`src/rtl/xmr_pkg.sv`:
```
// ----------------------------------------------------------------------------
// xmr_pkg
// Shared types and constants for the XMODEM checksum receiver.
// ----------------------------------------------------------------------------
package xmr_pkg;

    localparam int CAPACITY_BITS = 24;

    localparam int ADDR_W = 24;
    localparam int SIZE_W = 25;
    localparam int CNT_W  = 24;

    // Receive buffer size in bytes, limited to 2^24
    localparam logic [SIZE_W:0] CapBytes =
        (CAPACITY_BITS > 24) ? (SIZE_W + 1)'(2 ** 24) : (SIZE_W + 1)'(2 ** CAPACITY_BITS);

    localparam logic [7:0] CH_SOH = 8'h01;
    localparam logic [7:0] CH_EOT = 8'h04;
    localparam logic [7:0] CH_ACK = 8'h06;
    localparam logic [7:0] CH_NAK = 8'h15;
    localparam logic [7:0] CH_CAN = 8'h18;

    localparam logic [7:0] BLOCK_LEN   = 8'd128;
    localparam logic [6:0] LAST_INDEX  = 7'd127;
    localparam logic [CNT_W-1:0] NAK_DEFAULT = 24'd2000000;

    localparam logic [2:0] ST_BUSY     = 3'd0;
    localparam logic [2:0] ST_DONE     = 3'd1;
    localparam logic [2:0] ST_CANCEL   = 3'd2;
    localparam logic [2:0] ST_ERROR    = 3'd3;
    localparam logic [2:0] ST_OVERFLOW = 3'd4;

    // Configuration register indexes
    localparam logic REG_NAK_INTERVAL = 1'b0;

    typedef struct packed {
        logic       byte_valid;
        logic [7:0] rx_byte;
    } rx_item_t;

    typedef struct packed {
        logic              tx_valid;
        logic [7:0]        tx_byte;
        logic              write_valid;
        logic [ADDR_W-1:0] write_addr;
        logic [7:0]        write_data;
        logic [2:0]        status;
        logic [SIZE_W-1:0] total_size;
    } result_t;

endpackage

```
`src/rtl/xmr_if.sv`:
```
// ----------------------------------------------------------------------------
// xmr_if
// Valid/ready channels for received items and for results.
// ----------------------------------------------------------------------------
interface xmr_rx_if;
    import xmr_pkg::*;

    logic     valid;
    logic     ready;
    rx_item_t payload;

    modport source (output valid, output payload, input ready);
    modport sink   (input valid, input payload, output ready);
endinterface

interface xmr_res_if;
    import xmr_pkg::*;

    logic    valid;
    logic    ready;
    result_t payload;

    modport source (output valid, output payload, input ready);
    modport sink   (input valid, input payload, output ready);
endinterface

```
`src/rtl/xmodem_checksum_receiver_top.sv`:
```
// ----------------------------------------------------------------------------
// xmodem_checksum_receiver_top
// XMODEM receiver, 8-bit checksum, 128-byte blocks, one result per request.
// ----------------------------------------------------------------------------
// Takes one request (received byte or idle poll tick) every clock cycle while
// the result side does not stall and gives exactly one result per request. A
// request is captured in an input register and then processed into the result
// register, from which its result is offered. When the result side stalls, the
// input register holds one more request and the input then stalls too. The
// protocol state (phase, block number, offset, running checksum, idle counter)
// is updated when a request is processed, in the same cycle as the result
// register is loaded. nak_interval is written through the APB port at byte
// address 0 and should only be changed while the receiver is idle.
module xmodem_checksum_receiver_top (
    input  logic                   clk,
    input  logic                   rst_n,
    xmr_rx_if.sink                 rx,
    xmr_res_if.source              res,
    input  logic                   psel,
    input  logic                   penable,
    input  logic                   pwrite,
    input  logic [2:0]             paddr,
    input  logic [31:0]            pwdata,
    output logic [31:0]            prdata,
    output logic                   pready
);
    import xmr_pkg::*;

    typedef enum logic [2:0] {
        PH_HEADER = 3'd0,
        PH_NUMBER = 3'd1,
        PH_COMPL  = 3'd2,
        PH_DATA   = 3'd3,
        PH_CSUM   = 3'd4,
        PH_STOP   = 3'd5
    } phase_t;

    // Input register
    logic       in_valid_reg;
    rx_item_t   in_item_reg;

    // Result register
    logic       out_valid_reg;
    result_t    out_item_reg;
    result_t    out_item_next;

    // Protocol state
    phase_t             phase_reg,    phase_next;
    logic               started_reg,  started_next;
    logic [7:0]         expect_reg,   expect_next;
    logic [6:0]         index_reg,    index_next;
    logic [7:0]         sum_reg,      sum_next;
    logic [SIZE_W-1:0]  size_reg,     size_next;
    logic [CNT_W-1:0]   idle_reg,     idle_next;
    logic [2:0]         status_reg,   status_next;
    logic [CNT_W-1:0]   nak_interval_reg;

    logic               advance;
    logic               process;
    logic               rx_fire;
    logic               cfg_write;
    logic [CNT_W-1:0]   idle_inc;
    logic [SIZE_W:0]    size_end;

    assign advance = !out_valid_reg || res.ready;
    assign process = in_valid_reg && advance;
    assign rx.ready = !in_valid_reg || advance;
    assign rx_fire = rx.valid && rx.ready;

    assign res.valid   = out_valid_reg;
    assign res.payload = out_item_reg;

    assign pready    = 1'b1;
    assign cfg_write = psel && penable && pwrite && (paddr[2] == REG_NAK_INTERVAL);
    assign prdata    = (paddr[2] == REG_NAK_INTERVAL) ? {8'd0, nak_interval_reg} : 32'd0;

    assign idle_inc = idle_reg + CNT_W'(1);
    assign size_end = {1'b0, size_reg} + (SIZE_W + 1)'(BLOCK_LEN);

    always_comb
    begin
        phase_next    = phase_reg;
        started_next  = started_reg;
        expect_next   = expect_reg;
        index_next    = index_reg;
        sum_next      = sum_reg;
        size_next     = size_reg;
        idle_next     = idle_reg;
        status_next   = status_reg;
        out_item_next = '0;

        if (process && phase_reg != PH_STOP && status_reg == ST_BUSY)
        begin
            if (!in_item_reg.byte_valid)
            begin
                // poll tick: only counts before the first block header
                if (phase_reg == PH_HEADER && !started_reg)
                begin
                    idle_next = idle_inc;
                    if (idle_inc >= nak_interval_reg)
                    begin
                        idle_next              = '0;
                        out_item_next.tx_valid = 1'b1;
                        out_item_next.tx_byte  = CH_NAK;
                    end
                end
            end
            else
            begin
                case (phase_reg)
                    PH_HEADER:
                    begin
                        if (!started_reg)
                        begin
                            idle_next = '0;
                        end
                        if (in_item_reg.rx_byte == CH_EOT)
                        begin
                            out_item_next.tx_valid = 1'b1;
                            out_item_next.tx_byte  = CH_ACK;
                            status_next            = ST_DONE;
                            phase_next             = PH_STOP;
                        end
                        else if (in_item_reg.rx_byte == CH_CAN)
                        begin
                            status_next = ST_CANCEL;
                            phase_next  = PH_STOP;
                        end
                        else if (in_item_reg.rx_byte == CH_SOH)
                        begin
                            started_next = 1'b1;
                            phase_next   = PH_NUMBER;
                        end
                        else if (started_reg)
                        begin
                            status_next = ST_ERROR;
                            phase_next  = PH_STOP;
                        end
                    end
                    PH_NUMBER:
                    begin
                        if (in_item_reg.rx_byte != expect_reg)
                        begin
                            out_item_next.tx_valid = 1'b1;
                            out_item_next.tx_byte  = CH_NAK;
                            phase_next             = PH_HEADER;
                        end
                        else
                        begin
                            phase_next = PH_COMPL;
                        end
                    end
                    PH_COMPL:
                    begin
                        if ((expect_reg ^ in_item_reg.rx_byte) != 8'hFF)
                        begin
                            out_item_next.tx_valid = 1'b1;
                            out_item_next.tx_byte  = CH_NAK;
                            phase_next             = PH_HEADER;
                        end
                        else if (size_end > CapBytes)
                        begin
                            status_next = ST_OVERFLOW;
                            phase_next  = PH_STOP;
                        end
                        else
                        begin
                            index_next = '0;
                            sum_next   = '0;
                            phase_next = PH_DATA;
                        end
                    end
                    PH_DATA:
                    begin
                        out_item_next.write_valid = 1'b1;
                        out_item_next.write_addr  =
                            size_reg[ADDR_W-1:0] + ADDR_W'(index_reg);
                        out_item_next.write_data  = in_item_reg.rx_byte;
                        sum_next = sum_reg + in_item_reg.rx_byte;
                        if (index_reg == LAST_INDEX)
                        begin
                            index_next = '0;
                            phase_next = PH_CSUM;
                        end
                        else
                        begin
                            index_next = index_reg + 7'd1;
                        end
                    end
                    PH_CSUM:
                    begin
                        out_item_next.tx_valid = 1'b1;
                        if (sum_reg == in_item_reg.rx_byte)
                        begin
                            expect_next           = expect_reg + 8'd1;
                            size_next             = size_reg + SIZE_W'(BLOCK_LEN);
                            out_item_next.tx_byte = CH_ACK;
                        end
                        else
                        begin
                            out_item_next.tx_byte = CH_NAK;
                        end
                        phase_next = PH_HEADER;
                    end
                    default:
                    begin
                        status_next = ST_ERROR;
                        phase_next  = PH_STOP;
                    end
                endcase
            end
        end

        out_item_next.status     = status_next;
        out_item_next.total_size = size_next;
    end

    always_ff @(posedge clk or negedge rst_n)
    begin
        if (!rst_n)
        begin
            in_valid_reg     <= 1'b0;
            out_valid_reg    <= 1'b0;
            phase_reg        <= PH_HEADER;
            started_reg      <= 1'b0;
            expect_reg       <= 8'd1;
            index_reg        <= '0;
            sum_reg          <= '0;
            size_reg         <= '0;
            idle_reg         <= '0;
            status_reg       <= ST_BUSY;
            nak_interval_reg <= NAK_DEFAULT;
        end
        else
        begin
            if (cfg_write)
            begin
                nak_interval_reg <= pwdata[CNT_W-1:0];
            end

            if (rx_fire)
            begin
                in_valid_reg <= 1'b1;
            end
            else if (advance)
            begin
                in_valid_reg <= 1'b0;
            end

            if (advance)
            begin
                out_valid_reg <= in_valid_reg;
            end

            phase_reg   <= phase_next;
            started_reg <= started_next;
            expect_reg  <= expect_next;
            index_reg   <= index_next;
            sum_reg     <= sum_next;
            size_reg    <= size_next;
            idle_reg    <= idle_next;
            status_reg  <= status_next;
        end
    end

    // Payload registers
    always_ff @(posedge clk)
    begin
        if (rx_fire)
        begin
            in_item_reg <= rx.payload;
        end
        if (process)
        begin
            out_item_reg <= out_item_next;
        end
    end

    // A data write never carries a reply byte
    a_write_no_reply: assert property (@(posedge clk) disable iff (!rst_n)
        out_valid_reg && out_item_reg.write_valid |-> !out_item_reg.tx_valid)
        else $error("reply byte issued together with a data write");

    // Terminal status holds until reset
    a_status_sticky: assert property (@(posedge clk) disable iff (!rst_n)
        status_reg != ST_BUSY |=> status_reg == $past(status_reg))
        else $error("terminal status changed");

    // Stop phase and terminal status go together
    a_stop_status: assert property (@(posedge clk) disable iff (!rst_n)
        (phase_reg == PH_STOP) == (status_reg != ST_BUSY))
        else $error("stop phase and status disagree");

    // Accepted size moves in whole blocks
    a_size_aligned: assert property (@(posedge clk) disable iff (!rst_n)
        size_reg[6:0] == 7'd0)
        else $error("accepted size not block aligned");

endmodule
```
`src/flat_wrapper.sv`:
```
// flat-port wrapper written by rule: the top's interface ports become plain ports
module xmodem_checksum_receiver_top_flat import xmr_pkg::*;
  (clk, rst_n, psel, penable, pwrite, paddr, pwdata, prdata, pready, rx_valid, rx_payload, rx_ready, res_valid, res_payload, res_ready);
  xmr_rx_if rx_i ();
  xmr_res_if res_i ();
  input  logic clk;
  input  logic rst_n;
  input  logic psel;
  input  logic penable;
  input  logic pwrite;
  input  logic [2:0] paddr;
  input  logic [31:0] pwdata;
  output logic [31:0] prdata;
  output logic pready;
  input wire logic [$bits(rx_i.valid)-1:0] rx_valid;
  input wire logic [$bits(rx_i.payload)-1:0] rx_payload;
  output wire logic [$bits(rx_i.ready)-1:0] rx_ready;
  output wire logic [$bits(res_i.valid)-1:0] res_valid;
  output wire logic [$bits(res_i.payload)-1:0] res_payload;
  input wire logic [$bits(res_i.ready)-1:0] res_ready;
  assign rx_i.valid = rx_valid;
  assign rx_i.payload = rx_payload;
  assign rx_ready = rx_i.ready;
  assign res_valid = res_i.valid;
  assign res_payload = res_i.payload;
  assign res_i.ready = res_ready;
  xmodem_checksum_receiver_top u_core (.clk(clk), .rst_n(rst_n), .rx(rx_i), .res(res_i), .psel(psel), .penable(penable), .pwrite(pwrite), .paddr(paddr), .pwdata(pwdata), .prdata(prdata), .pready(pready));
endmodule
```
`config.mk`:
```
export PLATFORM = sky130hd
export DESIGN_NAME = xmodem_checksum_receiver_top_flat
export DESIGN_NICKNAME = d
export VERILOG_FILES = /design/src/rtl/xmr_pkg.sv /design/src/rtl/xmr_if.sv /design/src/rtl/xmodem_checksum_receiver_top.sv /design/src/flat_wrapper.sv
export SDC_FILE = /design/constraint.sdc
export NUM_CORES = 1
export LEC_CHECK = 0
export BUFFER_PORTS_ARGS = -buffer_cell sky130_fd_sc_hd__buf_2
export CAP_MARGIN = 10
export CORE_ASPECT_RATIO = 1.75
export CORE_UTILIZATION = 61
export DETAILED_ROUTE_END_ITERATION = 8
export PLACE_DENSITY_LB_ADDON = 0.08
export SLEW_MARGIN = 15
export SYNTH_ARGS = -nofsm -noshare
export SYNTH_HDL_FRONTEND = slang
export SYNTH_SLANG_ARGS = --single-unit
```
`constraint.sdc`:
```
create_clock -name clk -period 5.5 [get_ports clk]
set_input_delay 1.1 -clock clk [delete_from_list [all_inputs] [get_ports clk]]
set_output_delay 1.1 -clock clk [all_outputs]
set_load 0.05 [all_outputs]
```
==> impl_metrics.env <==
export IMPL_cts_sinks=164
export IMPL_place_congestion=0.915
export IMPL_clk_latency_ns=0.42
export IMPL_place_area_um2=9280
export IMPL_status="finished clean"
export IMPL_first_iter_violations=286
export IMPL_dp_worst_setup_slack_ns=1.06
export IMPL_synth_warnings=0
export IMPL_overflow=0
export IMPL_htree_levels=4
export IMPL_cts_buffer_depth=2
export IMPL_post_cts_buffers=0
export IMPL_avgSynthCellArea_um2=11.0
export IMPL_final_cell_mix="124 x buf_2, 90 x dfrtp_1, 66 x edfxtp_1, 57 x nor2_1, 48 x nand2_1"
export IMPL_antenna_found_initial=0
export IMPL_rsz0062_at_grt="false"
export IMPL_clk_pin_slew_ns=0.07
export IMPL_crit_arrival_ns=4.79
export IMPL_slew_headroom=0.470
export IMPL_largest_register_ffs=57
export IMPL_cpMaxStageDelayCell="a41o_1"
export IMPL_start_kind="register"
export IMPL_synth_xor_area_frac=0.0629
export IMPL_n_antenna_cell=0
export IMPL_muxShareOfSynthArea=0.0414
export IMPL_worst_setup_path_type="reg2reg"
export IMPL_yosysSeqAreaShare=0.515
export IMPL_first_pass_iters=5
export IMPL_cts_tree="yes"
export IMPL_min_period_ns=4.46
export IMPL_fp_dieW_um=91.9
export IMPL_grt_max_degree=52
export IMPL_fin_skew_ns=0.0127
export IMPL_peakVddDrop_mv=0.202
export IMPL_io_pins=156
export IMPL_synth_top_area_frac=0.261
export IMPL_max_stage_delay_ns=0.52
export IMPL_clockRootBuffer="clkbuf_16"
export IMPL_wl_per_cell_um=17.7
export IMPL_worstHoldPathType="reg2reg"
export IMPL_via_per_inst=5.77
export IMPL_gr_usage_all_layers=0.268
export IMPL_synth_top_family_by_area="simple AND/OR/NAND/NOR gates"
export IMPL_final_nets=982
export IMPL_postLayoutCoreUtil=0.712
export IMPL_place_hpwl_um=13900
export IMPL_setup_viol=0
export IMPL_fin_area_um2=9850
export IMPL_synth_edf_count=66
export IMPL_grt_pass1_wl_um=30700
export IMPL_end_kind="register"
export IMPL_numCtsBuffers=17
export IMPL_worstPathMaxFanout=15
export IMPL_core_um2=13800
export IMPL_area_growth_pct=14.0
export IMPL_required_ns=5.84
export IMPL_post_cts_resized=0
export IMPL_grt_pass1_vias=6329
export IMPL_post_route_period_util=0.810
export IMPL_power_density_nw_per_um2=346
export IMPL_fmax_ghz=0.224
export IMPL_max_cap_violations=0
export IMPL_hold_buffers=0
export IMPL_slew_violations=0
export IMPL_worst_pin_slew_ns=0.795
export IMPL_synth_compound_area_frac=0.0991
export IMPL_drive_above_1_share=0.239
export IMPL_start_util=0.624
export IMPL_wl_um=19200
export IMPL_vias=6251
export IMPL_layout_commonest_cell="buf_2"
export IMPL_rows=57
export IMPL_layout_setup_ws_ns=1.04
export IMPL_synth_cell_area_um2=8640
export IMPL_synthAdderAreaFrac=0.0545
export IMPL_cp_cell_sequence="ha_1 > nand3_1 > nor2_1 > nand4_1 > nor2_1 > nand2_1 > xnor2_1 > ha_1 > a21o_1 > a211o_1 > a2111oi_0 > a41o_1 > buf_4 > a41oi_1 > a31oi_1"
export IMPL_synth_simple_gate_area_frac=0.173
export IMPL_die_height_um=159
export IMPL_synth_main_ff_cell="dfrtp_1"
export IMPL_p_leak_nw=4.45
export IMPL_antenna_left=0
export IMPL_hold_violations=0
export IMPL_synth_async_sr_flop_share=0.598
export IMPL_netlist_cell_type_count=75
export IMPL_drc=0
export IMPL_synth_top_area_cell="dfrtp_1"
export IMPL_port_buffers=125
export IMPL_tns_ns=0
export IMPL_ys_ff_latch=164
export IMPL_ys_top_cells_by_area="dfrtp_1 26%, edfxtp_1 23%, ha_1 5.2%"
export IMPL_die_area_um2=14700
export IMPL_syn_inst=782
==> cell type report <==
class	instances	area, um^2
inverter	36	135
fill	1073	3990
tap	177	221
multi-input combinational	544	3800
sequential	164	4440
timing repair buffer	131	673
clock buffer	17	425
clock inverter	15	146
==> power by group <==
part | leakage (nW) | internal [mW] | switching [mW]
clock | 0.282 | 0.638 | 0.521
combinational | 2.23 | 0.240 | 0.488
sequential | 1.93 | 1.41 | 0.110
==> Yosys cell counts (all sizes together), types with 2 or more instances <==
library cell  instances
nand2b               10
and2                 38
dfstp                 8
o21ai                20
xor2                 17
nor2                 58
and4                  5
or3                   2
and3                 10
inv                  36
nand2                48
o211ai                2
conb                  2
a211oi                3
a21o                 12
or2                   2
nand3b                3
a32o                  2
o31ai                 3
a22o                 15
nand4                25
buf                  34
mux2                 30
a211o                 3
dfrtp                90
mux2i                 2
a21boi                2
xnor2                45
a31oi                16
a21oi                24
a2111oi               2
nor2b                 5
edfxtp               66
o21a                  2
clkbuf               22
o2bb2ai               2
nor4                 12
nor3                 21
nand3                28
ha                   36
o21bai                2
==> worst paths after layout <==
check	start	to	slack, ns	cells after the start
max reg2reg	u_core.idle_reg[0]	u_core.idle_reg[7]	1.04	15
min	u_core.expect_reg[7]	u_core.expect_reg[7]	0.49	1
max	u_core.idle_reg[0]	u_core.idle_reg[7]	1.04	15
min in group asynchronous	rst_n	u_core.nak_interval_reg[8]	0.72	1
max in group asynchronous	rst_n	u_core.index_reg[6]	3.65	2
min reg2reg	u_core.expect_reg[7]	u_core.expect_reg[7]	0.49	1
==> worst max-delay path, delay by kind of cell, from the launching register on <==
kind / cells / cell delay [ns]
compound gates: 6 / 1.75
simple gates: 5 / 1.23
flops: 1 / 0.43
buf+inv: 1 / 0.28
fa+ha+maj: 2 / 0.54
xor+xnor: 1 / 0.15
==> cells by family (layout without fill, tap and decap cells) <==
group | after synthesis | count (layout)
adders and majority gates | 37 | 37
DFF | 164 | 164
buffers and inverters | 92 | 199
other | 2 | 20
muxes | 32 | 32
xor gates and xnor gates | 62 | 62
and+or+nand+nor | 272 | 272
AOI/OAI and AO/OA | 121 | 121
==> metal layers <==
layer | GRT usage | vias up | wire length, um | share of wire
met2 | 0.497 | 154 | 10800 | 0.56
met5 | 0 | - | 0 | 0
li1 | - | 2982 | - | -
met3 | 0.0430 | 42 | 478 | 0.025
met4 | 0.111 | 0 | 616 | 0.032
met1 | 0.299 | 3073 | 7310 | 0.38
==> through the flow <==
stage / hold slack, ns / total power [mW] / cells
6_report: 0.493 / 3.41 / 1084
5_1_grt: 0.508 / 3.56 / 1084
4_1_cts: 0.498 / 3.44 / 1084
3_5_place_dp: 0.480 / 2.28 / 1052
3_3_place_gp: 0.468 / 2.23 / 1052
2_1_floorplan: 0.451 / 2.09 / 800
(Power assumes the default switching activity.)
